## src/hw/rtl/tdc_pkg.sv

```systemverilog
// Shared types, constants and helper functions of the touch dimmer controller.
`default_nettype none
package tdc_pkg;

	localparam int unsigned LEVEL_W = 8;
	localparam int unsigned HOLD_W = 16;
	localparam int unsigned RAMP_W = 8;
	localparam int unsigned CODE_W = 3;
	localparam int unsigned CFG_IDX_W = 2;
	localparam int unsigned CFG_DATA_W = 16;
	localparam int unsigned IN_DATA_W = 8;
	localparam int unsigned OUT_DATA_W = 24;

	localparam logic [CFG_IDX_W-1:0] REG_MAX_LEVEL = 2'd0;
	localparam logic [CFG_IDX_W-1:0] REG_MIN_LEVEL = 2'd1;
	localparam logic [CFG_IDX_W-1:0] REG_LONG_PRESS = 2'd2;
	localparam logic [CFG_IDX_W-1:0] REG_RAMP = 2'd3;

	localparam logic [LEVEL_W-1:0] RST_MAX_LEVEL = 8'd102;
	localparam logic [LEVEL_W-1:0] RST_MIN_LEVEL = 8'd3;
	localparam logic [HOLD_W-1:0] RST_LONG_PRESS = 16'd1000;
	localparam logic [RAMP_W-1:0] RST_RAMP = 8'd25;

	localparam logic [CODE_W-1:0] CODE_OFF = 3'd0;
	localparam logic [CODE_W-1:0] CODE_WAIT_RELEASE = 3'd1;
	localparam logic [CODE_W-1:0] CODE_ON = 3'd2;
	localparam logic [CODE_W-1:0] CODE_TIMING = 3'd3;
	localparam logic [CODE_W-1:0] CODE_TURN_OFF = 3'd4;
	localparam logic [CODE_W-1:0] CODE_DIMMING = 3'd5;

	typedef enum logic [5:0] {
		M_OFF          = 6'b000001,
		M_WAIT_RELEASE = 6'b000010,
		M_ON           = 6'b000100,
		M_TIMING       = 6'b001000,
		M_TURN_OFF     = 6'b010000,
		M_DIMMING      = 6'b100000
	} mode_t;

	typedef struct packed {
		logic [LEVEL_W-1:0] max_level;
		logic [LEVEL_W-1:0] min_level;
		logic [HOLD_W-1:0]  long_press_ms;
		logic [RAMP_W-1:0]  ramp_ms;
	} cfg_t;

	typedef struct packed {
		mode_t              mode;
		logic [LEVEL_W-1:0] bright_level;
		logic               dim_up;
		logic [HOLD_W-1:0]  hold_timer;
		logic               hold_timing;
		logic [RAMP_W-1:0]  ramp_timer;
		logic [LEVEL_W-1:0] duty;
	} state_t;

	function automatic logic [CODE_W-1:0] mode_code(input mode_t m);
		logic [CODE_W-1:0] c;
		case (m)
			M_OFF:          c = CODE_OFF;
			M_WAIT_RELEASE: c = CODE_WAIT_RELEASE;
			M_ON:           c = CODE_ON;
			M_TIMING:       c = CODE_TIMING;
			M_TURN_OFF:     c = CODE_TURN_OFF;
			M_DIMMING:      c = CODE_DIMMING;
			default:        c = CODE_OFF;
		endcase
		return c;
	endfunction

endpackage
`default_nettype wire

```

## src/hw/rtl/tdc_cfg.sv

```systemverilog
// Configuration register file of the touch dimmer controller.
`default_nettype none
module tdc_cfg
	import tdc_pkg::*;
(
	input  wire logic                  clk,
	input  wire logic                  arst_n,
	input  wire logic                  cfg_we,
	input  wire logic [CFG_IDX_W-1:0]  cfg_index,
	input  wire logic [CFG_DATA_W-1:0] cfg_data,
	output cfg_t                       cfg
);

	cfg_t cfg_q;

	always_ff @(posedge clk or negedge arst_n) begin
		if (!arst_n) begin
			cfg_q.max_level <= RST_MAX_LEVEL;
			cfg_q.min_level <= RST_MIN_LEVEL;
			cfg_q.long_press_ms <= RST_LONG_PRESS;
			cfg_q.ramp_ms <= RST_RAMP;
		end else if (cfg_we) begin
			case (cfg_index)
				REG_MAX_LEVEL:  cfg_q.max_level <= cfg_data[LEVEL_W-1:0];
				REG_MIN_LEVEL:  cfg_q.min_level <= cfg_data[LEVEL_W-1:0];
				REG_LONG_PRESS: cfg_q.long_press_ms <= cfg_data[HOLD_W-1:0];
				REG_RAMP:       cfg_q.ramp_ms <= cfg_data[RAMP_W-1:0];
				default: begin
				end
			endcase
		end
	end

	assign cfg = cfg_q;

endmodule
`default_nettype wire

```

## src/hw/rtl/tdc_step.sv

```systemverilog
// Next-state logic of one control pass: timer tick, then one mode step.
`default_nettype none
module tdc_step
	import tdc_pkg::*;
(
	input  wire cfg_t   cfg,
	input  wire state_t cur,
	input  wire logic   pressed,
	input  wire logic   ms_tick,
	output state_t      nxt
);

	logic [HOLD_W-1:0]  hold_t;
	logic [RAMP_W-1:0]  ramp_t;
	logic [LEVEL_W:0]   level_inc;
	logic [LEVEL_W-1:0] level_new;

	always_comb begin
		hold_t = cur.hold_timer;
		ramp_t = cur.ramp_timer;
		if (ms_tick) begin
			if (cur.hold_timing) begin
				hold_t = cur.hold_timer + 1'b1;
			end
			ramp_t = cur.ramp_timer + 1'b1;
		end
	end

	always_comb begin
		level_inc = {1'b0, cur.bright_level} + 1'b1;
		if (cur.dim_up) begin
			if (level_inc >= {1'b0, cfg.max_level}) begin
				level_new = cfg.max_level;
			end else begin
				level_new = level_inc[LEVEL_W-1:0];
			end
		end else if (cur.bright_level > cfg.min_level) begin
			level_new = cur.bright_level - 1'b1;
		end else begin
			level_new = cur.bright_level;
		end
	end

	always_comb begin
		nxt = cur;
		nxt.hold_timer = hold_t;
		nxt.ramp_timer = ramp_t;
		case (cur.mode)
			M_OFF: begin
				if (pressed) begin
					nxt.duty = cur.bright_level;
					nxt.mode = M_WAIT_RELEASE;
				end
			end
			M_WAIT_RELEASE: begin
				if (!pressed) begin
					nxt.mode = M_ON;
				end
			end
			M_ON: begin
				if (pressed) begin
					nxt.mode = M_TIMING;
					nxt.hold_timer = '0;
					nxt.hold_timing = 1'b1;
				end
			end
			M_TIMING: begin
				if (!pressed) begin
					nxt.hold_timer = '0;
					nxt.mode = M_TURN_OFF;
				end
				// A release clears the timer, and dimming needs the button still pressed, so a release never starts dimming.
				if (pressed && hold_t > cfg.long_press_ms) begin
					nxt.hold_timing = 1'b0;
					nxt.mode = M_DIMMING;
					nxt.hold_timer = '0;
					nxt.ramp_timer = '0;
				end else begin
					nxt.hold_timing = 1'b1;
				end
			end
			M_TURN_OFF: begin
				nxt.duty = '0;
				nxt.mode = M_OFF;
			end
			M_DIMMING: begin
				if (pressed) begin
					if (ramp_t > cfg.ramp_ms) begin
						nxt.ramp_timer = '0;
						nxt.bright_level = level_new;
						nxt.duty = level_new;
					end
				end else begin
					nxt.dim_up = ~cur.dim_up;
					nxt.mode = M_ON;
				end
			end
			default: begin
				nxt.mode = M_OFF;
			end
		endcase
	end

endmodule
`default_nettype wire

```

## src/hw/rtl/touch_dimmer_controller.sv

```systemverilog
// Top level of the single-button touch dimmer controller.
//
// Channel  Direction  Payload
// s_axis   in         tdata[0] pressed, tdata[1] ms_tick
// m_axis   out        tdata[7:0] duty, tdata[10:8] mode, tdata[18:11] level
// cfg      in         cfg_index 0 max_level, 1 min_level, 2 long_press_ms, 3 ramp_ms
//
// An item is taken into an input register, stepped by the mode logic and
// written to the result register, so one item passes per cycle unless the output stalls.
// The result is valid once its item has passed the input register and the result register.
// Reset puts the lamp off at level 102 with the register reset values loaded.
// A stalled output holds both registers and lowers s_tready only when both are full.
`default_nettype none
module touch_dimmer_controller
	import tdc_pkg::*;
(
	input  wire logic                  clk,
	input  wire logic                  arst_n,
	input  wire logic                  s_tvalid,
	output logic                       s_tready,
	input  wire logic [IN_DATA_W-1:0]  s_tdata,   // pressed, ms_tick, zero fill
	output logic                       m_tvalid,
	input  wire logic                  m_tready,
	output logic [OUT_DATA_W-1:0]      m_tdata,   // duty, mode, level, zero fill
	input  wire logic                  cfg_we,
	input  wire logic [CFG_IDX_W-1:0]  cfg_index,
	input  wire logic [CFG_DATA_W-1:0] cfg_data
);

	cfg_t   cfg;
	state_t state_q;
	state_t state_nxt;

	logic                  valid_s1;
	logic                  pressed_s1;
	logic                  tick_s1;
	logic                  out_valid_q;
	logic [OUT_DATA_W-1:0] out_data_q;
	logic                  advance;
	logic                  step_en;

	tdc_cfg u_cfg (
		.clk       (clk),
		.arst_n    (arst_n),
		.cfg_we    (cfg_we),
		.cfg_index (cfg_index),
		.cfg_data  (cfg_data),
		.cfg       (cfg)
	);

	tdc_step u_step (
		.cfg     (cfg),
		.cur     (state_q),
		.pressed (pressed_s1),
		.ms_tick (tick_s1),
		.nxt     (state_nxt)
	);

	assign advance = !out_valid_q || m_tready;
	assign step_en = valid_s1 && advance;
	assign s_tready = !valid_s1 || advance;

	always_ff @(posedge clk or negedge arst_n) begin
		if (!arst_n) begin
			valid_s1 <= 1'b0;
		end else if (s_tvalid && s_tready) begin
			valid_s1 <= 1'b1;
		end else if (advance) begin
			valid_s1 <= 1'b0;
		end
	end

	always_ff @(posedge clk) begin
		if (s_tvalid && s_tready) begin
			pressed_s1 <= s_tdata[0];
			tick_s1 <= s_tdata[1];
		end
	end

	always_ff @(posedge clk or negedge arst_n) begin
		if (!arst_n) begin
			state_q.mode <= M_OFF;
			state_q.bright_level <= RST_MAX_LEVEL;
			state_q.dim_up <= 1'b0;
			state_q.hold_timer <= '0;
			state_q.hold_timing <= 1'b0;
			state_q.ramp_timer <= '0;
			state_q.duty <= '0;
		end else if (step_en) begin
			state_q <= state_nxt;
		end
	end

	always_ff @(posedge clk or negedge arst_n) begin
		if (!arst_n) begin
			out_valid_q <= 1'b0;
		end else if (advance) begin
			out_valid_q <= valid_s1;
		end
	end

	always_ff @(posedge clk) begin
		if (step_en) begin
			out_data_q <= {{(OUT_DATA_W - 2*LEVEL_W - CODE_W){1'b0}},
				state_nxt.bright_level, mode_code(state_nxt.mode), state_nxt.duty};
		end
	end

	assign m_tvalid = out_valid_q;
	assign m_tdata = out_data_q;

endmodule
`default_nettype wire
```

## config.mk

```make
export PLATFORM = sky130hd
export DESIGN_NAME = touch_dimmer_controller
export DESIGN_NICKNAME = d
export VERILOG_FILES = /design/src/hw/rtl/tdc_pkg.sv /design/src/hw/rtl/tdc_cfg.sv /design/src/hw/rtl/tdc_step.sv /design/src/hw/rtl/touch_dimmer_controller.sv
export SDC_FILE = /design/constraint.sdc
export NUM_CORES = 1
export LEC_CHECK = 0
export BUFFER_PORTS_ARGS = -buffer_cell sky130_fd_sc_hd__buf_2
export CORE_MARGIN = 2
export CORE_UTILIZATION = 55
export CTS_CLUSTER_SIZE = 10
export DETAILED_ROUTE_END_ITERATION = 6
export GPL_TIMING_DRIVEN = 0
export PLACE_DENSITY = 0.74
export SLEW_MARGIN = 20
export SYNTH_ARGS = -nofsm -noshare
export SYNTH_HDL_FRONTEND = slang
export SYNTH_SLANG_ARGS = --single-unit
```

## constraint.sdc

```tcl
create_clock -name clk -period 3.28 [get_ports clk]
set_clock_uncertainty 0.15 [all_clocks]
set_input_delay 0.656 -clock clk [delete_from_list [all_inputs] [get_ports clk]]
set_output_delay 0.656 -clock clk [all_outputs]
set_load 0.01 [all_outputs]
```

==> results.yml, run 1 <==
run_status:
  status: "complete, but fails checks"
  violations: "setup timing"
detailed_routing:
  first_pass_iters: 5
  wirelength_mm: 19.3
  wl_per_cell_um: 19.3
  drc: 0
  vias: 5992
  detail_route.iter0.violations: 619
  drt.antenna.violating_nets: 0
  routed_via_density: 6.00
final_layout:
  nets: 901
  diodes: 0
  final.fill_count: 790
  post-route-util_pct: 75.1
  fin_area_sq_um: 9090
  area_delta_synth_final_pct: 32.5
  drive_above_1_share_pct: 39.6
global_route:
  antenna_found_initial: 0
  grt-ovfl-total: 0
  grt_pass1_wl_mm: 28.2
  grt_max_degree: 56
  grt_pass1_vias: 5608
  gr-usage-all-layers_pct: 27.3
die:
  rows: 40
  dieArea_sq_um: 13400
  die_y_um: 116
  pin_count: 57
  start_util_pct: 56.7
  die_w_um: 116
  core_area_sq_um: 12100
place:
  io_buffers: 45
  dp_hpwl_mm: 12.2
  gp_congestion: 0.914
  post_dp_cell_area_sq_um: 7390
  post-place-ws_ps: -841
yosys:
  synthArstFlopShare_pct: 81.1
  synth_edf_count: 21
  synth_area_per_cell_sq_um: 9.75
  synth_top_area_share_pct: 25.5
  synth_top_area_cell: "dfrtp_1"
  synth_cell_type_count: 69
  ys_seq_area_share_pct: 42.4
  ys_ff_latch: 111
  synth_area_sq_um: 6860
  synth_cells: 704
  synth_ff_type: "dfrtp_1"
  synthTopCellsByArea: "dfrtp_1 (26%), edfxtp_1 (9.2%), ha_1 (8.0%)"
  yosys_warnings: 0
clock_network:
  clock_path_buffers: 2
  clk_pin_slew_worst_paths_ps: 70
  cts_tree: "yes"
  clock_sinks: 111
  clockRootBuffer: "clkbuf_16"
  insertion_delay_ps: 360
  cts_hold_buf: 0
  h-tree-depth: 3
  numCtsBuffers: 9
critical_path:
  r2r-start: "tick_s1$_DFFE_PP_"
  critPathArrivalTime_ps: 3680
  critPathMaxFanout: 4
  r2r-end: "state_q[12]$_DFFE_PN0P_"
  cp-end-kind: "flop"
  r2r_setup_slack_ps: -290
  cp.required_ps: 3400
  criticalPathCategory: "flop to flop"
  r2r_cells: 14
  start_kind: "flop"
hold_path:
  hold_path_class: "primary input to asynchronous set/reset pin"
sta:
  drv_slew: 0
  setup_violations: 40
  min_period_ps: 3570
  final.period_utilization_pct: 109
  grt_setup_unrepaired: "yes"
  fmax_ghz: 0.280
  hold-worst-slack_ps: 117
  setup_slack_ps: -289
  relSlewSlack_pct: 42.3
  tightest_slew_ps: 861
  timing.final.hold_violations: 0
pwr:
  p_total_mw: 4.35
  powerDensity_nw_per_um2: 478
  cellLeakagePower_nw: 4.06
  ir_worst_vdd_v: 0.000461
job:
  maxCapViolCount: 0
logic make-up after synthesis:
group / synth area share [%]
and+or+nand+nor: 16.4
AOI/OAI and AO/OA: 16.6
DFF: 42.4
buffers and inverters: 5.47
adders and majority gates: 8.02
muxes: 6.82
xor gates and xnor gates: 4.34
other: 0.0546
repair_timing:
| action | in CTS | in global routing |
|---|---|---|
| pin swaps | 46 | 50 |
| endpoints found under the hold margin | 0 | 0 |
| cloned | 2 | 0 |
| endpoints found under the setup margin | 62 | 61 |
| buffers inserted | 34 | 31 |
| gates resized for setup | 84 | 118 |
worst max-delay path by stage:
stage / startpoint / to / slack [ps] / depth (start not counted)
2_1_floorplan: tick_s1$_DFFE_PP_ / state_q[30]$_DFFE_PN0P_ / -40 / 17
3_3_place_gp: tick_s1$_DFFE_PP_ / m_tdata[9]$_DFFE_PP_ / -740 / 16
3_5_place_dp: tick_s1$_DFFE_PP_ / m_tdata[9]$_DFFE_PP_ / -840 / 16
4_1_cts: tick_s1$_DFFE_PP_ / state_q[13]$_DFFE_PN0P_ / -190 / 16
5_1_grt: tick_s1$_DFFE_PP_ / state_q[13]$_DFFE_PN0P_ / -380 / 14
6_report: tick_s1$_DFFE_PP_ / state_q[12]$_DFFE_PN0P_ / -290 / 14
flip-flops by register name, indices dropped and copies added (netlist names):
signal / flops
m_tdata: 19
m_tvalid: 1
pressed_s1: 1
state_q: 48
tick_s1: 1
u_cfg.cfg: 40
valid_s1: 1
placed cells by master (no fill, tap or decap), types with 7 or more instances in the layout:
cell        n
mux2_2     36
ha_1       35
a21oi_1    22
xnor2_1    15
o21ai_2    14
dfrtp_1    66
edfxtp_1   21
nand4_1    16
a21o_1      7
nor2_1     29
o31ai_1    10
o21a_1      8
xor2_1      7
o21ai_1    21
buf_6      16
dfstp_2    20
buf_4      58
ha_4        7
o21ai_0    20
nand3_1    13
nand2_1    64
clkbuf_16   9
and3_4     10
xnor2_2     7
nand2b_1   10
inv_1      49
a22o_1     10
clkbuf_1   11
nor3_1      7
buf_2      46
worst max-delay path: stages, from the launching register on:
cell      delay (ps)
edfxtp_1         410
and2_4           210
nand4_1          150
nand2b_4         200
nor2_4           180
xnor2_4          150
inv_2             70
ha_4             270
nand4_1          160
buf_4            200
o41ai_4          400
nor2_1            90
o31a_1           170
or3_4            440
o31ai_2          230
layout make-up:
type                       instances  area (sq um)  area share (%)
timing repair buffer             110           822            9.04
buffer                            30           214            2.35
inverter                          50           188            2.06
clock buffer                      10           229            2.52
tap                              168           210            2.31
clock inverter                     6          61.3           0.674
sequential                       111          2910            32.0
multi-input combinational        514          4450            49.0
Yosys cell counts (16+ instances only):
master    instances
xnor2_1          26
dfstp_2          20
o21ai_0          37
mux2_2           37
o31ai_1          16
dfrtp_1          70
nor2_1           34
inv_1            50
o21ai_1          19
ha_1             44
a21oi_1          29
clkbuf_1         18
nand3_1          22
nand4_1          16
edfxtp_1         21
nand2_1          73
power by group:
part	switching, mW	internal (mW)	total, mW	leakage, nW
Clock	0.504	0.589	1.09	0.135
Combinational	0.791	0.641	1.43	2.62
Sequential	0.173	1.65	1.82	1.31
Total	1.47	2.88	4.35	4.06
per-stage QoR:
| stage | TNS (ps) | std cells |
|---|---|---|
| floorplan | -159 | 708 |
| global placement | -27300 | 921 |
| detailed placement | -30620 | 922 |
| CTS | -3180 | 972 |
| global route | -10460 | 999 |
| finish | -6730 | 999 |
routing by layer:
layer | track usage (%) | up-vias | part of all wire (%)
li1 | - | 2768 | -
met1 | 38.5 | 2920 | 44
met2 | 42.6 | 265 | 48
met3 | 5.54 | 39 | 6.3
met4 | 8.49 | 0 | 1.9
met5 | 0 | - | 0
(Power assumes the default switching activity.)
==> inputs of run 2 (changes only) <==
--- a/config.mk
+++ b/config.mk
@@ -8,9 +8,8 @@
 export BUFFER_PORTS_ARGS = -buffer_cell sky130_fd_sc_hd__buf_2
 export CORE_MARGIN = 2
-export CORE_UTILIZATION = 55
+export CORE_UTILIZATION = 30
 export CTS_CLUSTER_SIZE = 10
 export DETAILED_ROUTE_END_ITERATION = 6
 export GPL_TIMING_DRIVEN = 0
-export PLACE_DENSITY = 0.74
 export SLEW_MARGIN = 20
 export SYNTH_ARGS = -nofsm -noshare
==> constraint.sdc (replaced) <==
create_clock -name clk -period 3.28 [get_ports clk]
set_clock_uncertainty 0.15 [all_clocks]
set_input_delay 0.492 -clock clk [delete_from_list [all_inputs] [get_ports clk]]
set_output_delay 0.492 -clock clk [all_outputs]
set_load 0.01 [all_outputs]
==> results.yml, run 2 (synthesized netlist as in run 1, its figures left out) <==
clock_network:
  clock_path_buffers: 2
  clockRootBuffer: "clkbuf_16"
  numCtsBuffers: 9
  clock_sinks: 111
  insertion_delay_ps: 370
  h-tree-depth: 3
  cts_tree: "yes"
  clk_pin_slew_worst_paths_ps: 70
final_layout:
  area_delta_synth_final_pct: 39.5
  drive_above_1_share_pct: 42.7
  mostFrequentLayoutCell: "dfrtp_1"
  ff_latch_area_sq_um: 2910
  final.fill_count: 2075
  diodes: 0
  post-route-util_pct: 42.4
  multi_input_area_sq_um: 4680
  nets: 910
  layout_common_cells: "dfrtp_1 (68), nand2_1 (65), buf_4 (58)"
  top_register: "state_q"
  largest_register_ffs: 48
die:
  pin_count: 57
  rows: 55
  die_w_um: 155
  start_util_pct: 30.4
  dieArea_sq_um: 24100
  core_area_sq_um: 22600
  die_y_um: 155
global_route:
  grt_pass1_wl_mm: 29.6
  grt_pass1_vias: 5605
  gr-usage-all-layers_pct: 15.4
  grt_max_degree: 74
  antenna_found_initial: 1
  grt-ovfl-total: 0
critical_path:
  path_buf_inv: 3
  worst_path_largest_cell_delay_ps: 570
  cp.required_ps: 3400
  slowest_stage: "or4b_4"
  criticalPathCategory: "flop to flop"
  start_kind: "flop"
  crit_path_cell_trace: "and2_4 > buf_6 > and3_4 > and3_4 > nand3_4 > xnor2_2 > ha_1 > nand4_1 > buf_4 > nor2_2 > o2bb2ai_2 > or4b_4 > and3_4 > buf_12 > o31ai_4"
  cp-end-kind: "flop"
  cp_top_family: "simple AND/OR/NAND/NOR gates"
  cp_common_cell: "and3_4"
  critPathMaxFanout: 5
  critPathArrivalTime_ps: 3620
place:
  dp_hpwl_mm: 12.5
  io_buffers: 45
  gp_congestion: 0.857
pwr:
  p_int_mw: 2.94
  ir_worst_vdd_v: 0.000320
  netSwitchingFraction_pct: 34.4
  cellLeakagePower_nw: 4.14
  p_switching_mw: 1.54
  pwr-share-clk_pct: 26.3
  p_comb_share_pct: 33.2
  seqPwrFrac_pct: 40.6
  powerDensity_nw_per_um2: 468
sta:
  final.period_utilization_pct: 107
  drv_slew: 0
  timing.final.hold_violations: 0
  relSlewSlack_pct: 41.1
  grt_setup_unrepaired: "yes"
  setup_violations: 47
  min_period_ps: 3500
  tightest_slew_ps: 883
  timing.setup.tns_ps: -5180
  setup_slack_ps: -220
  fmax_ghz: 0.286
run_status:
  status: "complete, but fails checks"
  violations: "setup timing"
detailed_routing:
  wirelength_mm: 19.3
  detail_route.iter0.violations: 558
  vias: 5922
  wl_per_cell_um: 17.2
  drt.antenna.violating_nets: 0
  first_pass_iters: 5
  routed_via_density: 5.26
  drc: 0
hold_path:
  hold_path_class: "primary input to flop"
job:
  maxCapViolCount: 0
-- run 2: cell types whose count changed in the layout (fill, tap and decap cells not counted), sizes merged --
| cell | change |
|---|---|
| buf | +4 |
| clkbuf | +3 |
| inv | +3 |
| clkinv | +1 |
| clkinvlp | -3 |
| dlygate4sd3 | +1 |
-- run 2: final timing paths --
path	startpoint	endpoint	slack [ps]	cells past startpoint
max reg2reg	tick_s1$_DFFE_PP_	state_q[30]$_DFFE_PN0P_	-220	15
min reg2reg	valid_s1$_DFFE_PN0P_	m_tvalid$_DFFE_PN0P_	350	1
max	tick_s1$_DFFE_PP_	state_q[30]$_DFFE_PN0P_	-220	15
min	s_tdata[0]	pressed_s1$_DFFE_PP_	150	1
max in group asynchronous	arst_n	u_cfg.cfg[38]$_DFFE_PN1P_	1940	3
min in group asynchronous	arst_n	state_q[28]$_DFFE_PN0P_	380	2
-- run 2: what timing repair did --
action / in CTS / in global routing
endpoints found under the hold margin: 14 / 0
gates cloned: 1 / 2
buffers inserted: 46 / 24
hold buffers: 1 / 0
gates resized for setup: 106 / 131
pin swaps: 39 / 76
endpoints found under the setup margin: 62 / 61
-- run 2: layout make-up --
| type | count | area share (%) |
|---|---|---|
| multi-input cells | 514 | 48.9 |
| flip-flops and latches | 111 | 30.4 |
| repair buffers | 118 | 9.42 |
| well taps | 285 | 3.72 |
| plain buffers | 31 | 2.38 |
| clock buffers | 9 | 2.35 |
| inverters | 50 | 1.96 |
| clock inverters | 7 | 0.928 |
-- run 2: metal layers --
metal | global-route usage [%] | wire length (um) | vias to the layer above
met5 | 0 | 11 | -
met3 | 2.31 | 898 | 38
li1 | - | - | 2805
met4 | 5.37 | 401 | 2
met1 | 21.5 | 8930 | 2922
met2 | 24.3 | 9100 | 155
-- run 2: power by group through the flow --
stage | logic, mW | registers [mW] | clock network (mW)
2_1_floorplan | 0.812 | 1.80 | 0
4_1_cts | 1.23 | 1.81 | 1.20
3_5_place_dp | 1.11 | 1.83 | 0
6_report | 1.49 | 1.82 | 1.18
5_1_grt | 1.63 | 1.85 | 1.26
3_3_place_gp | 1.09 | 1.82 | 0
-- run 2: metrics by stage --
stage / std cells / setup slack [ps] / power, mW / instance area, sq um / hold WS [ps]
final: 1125 / -220 / 4.48 / 9580 / 149
after global routing: 1125 / -313 / 4.74 / 9580 / 142
after CTS: 1102 / -194 / 4.24 / 8750 / 141
after detailed placement: 1039 / -765 / 2.94 / 7540 / 197
after global placement: 1038 / -739 / 2.91 / 7510 / 334
after floorplan: 708 / -38.0 / 2.62 / 6930 / 46.4
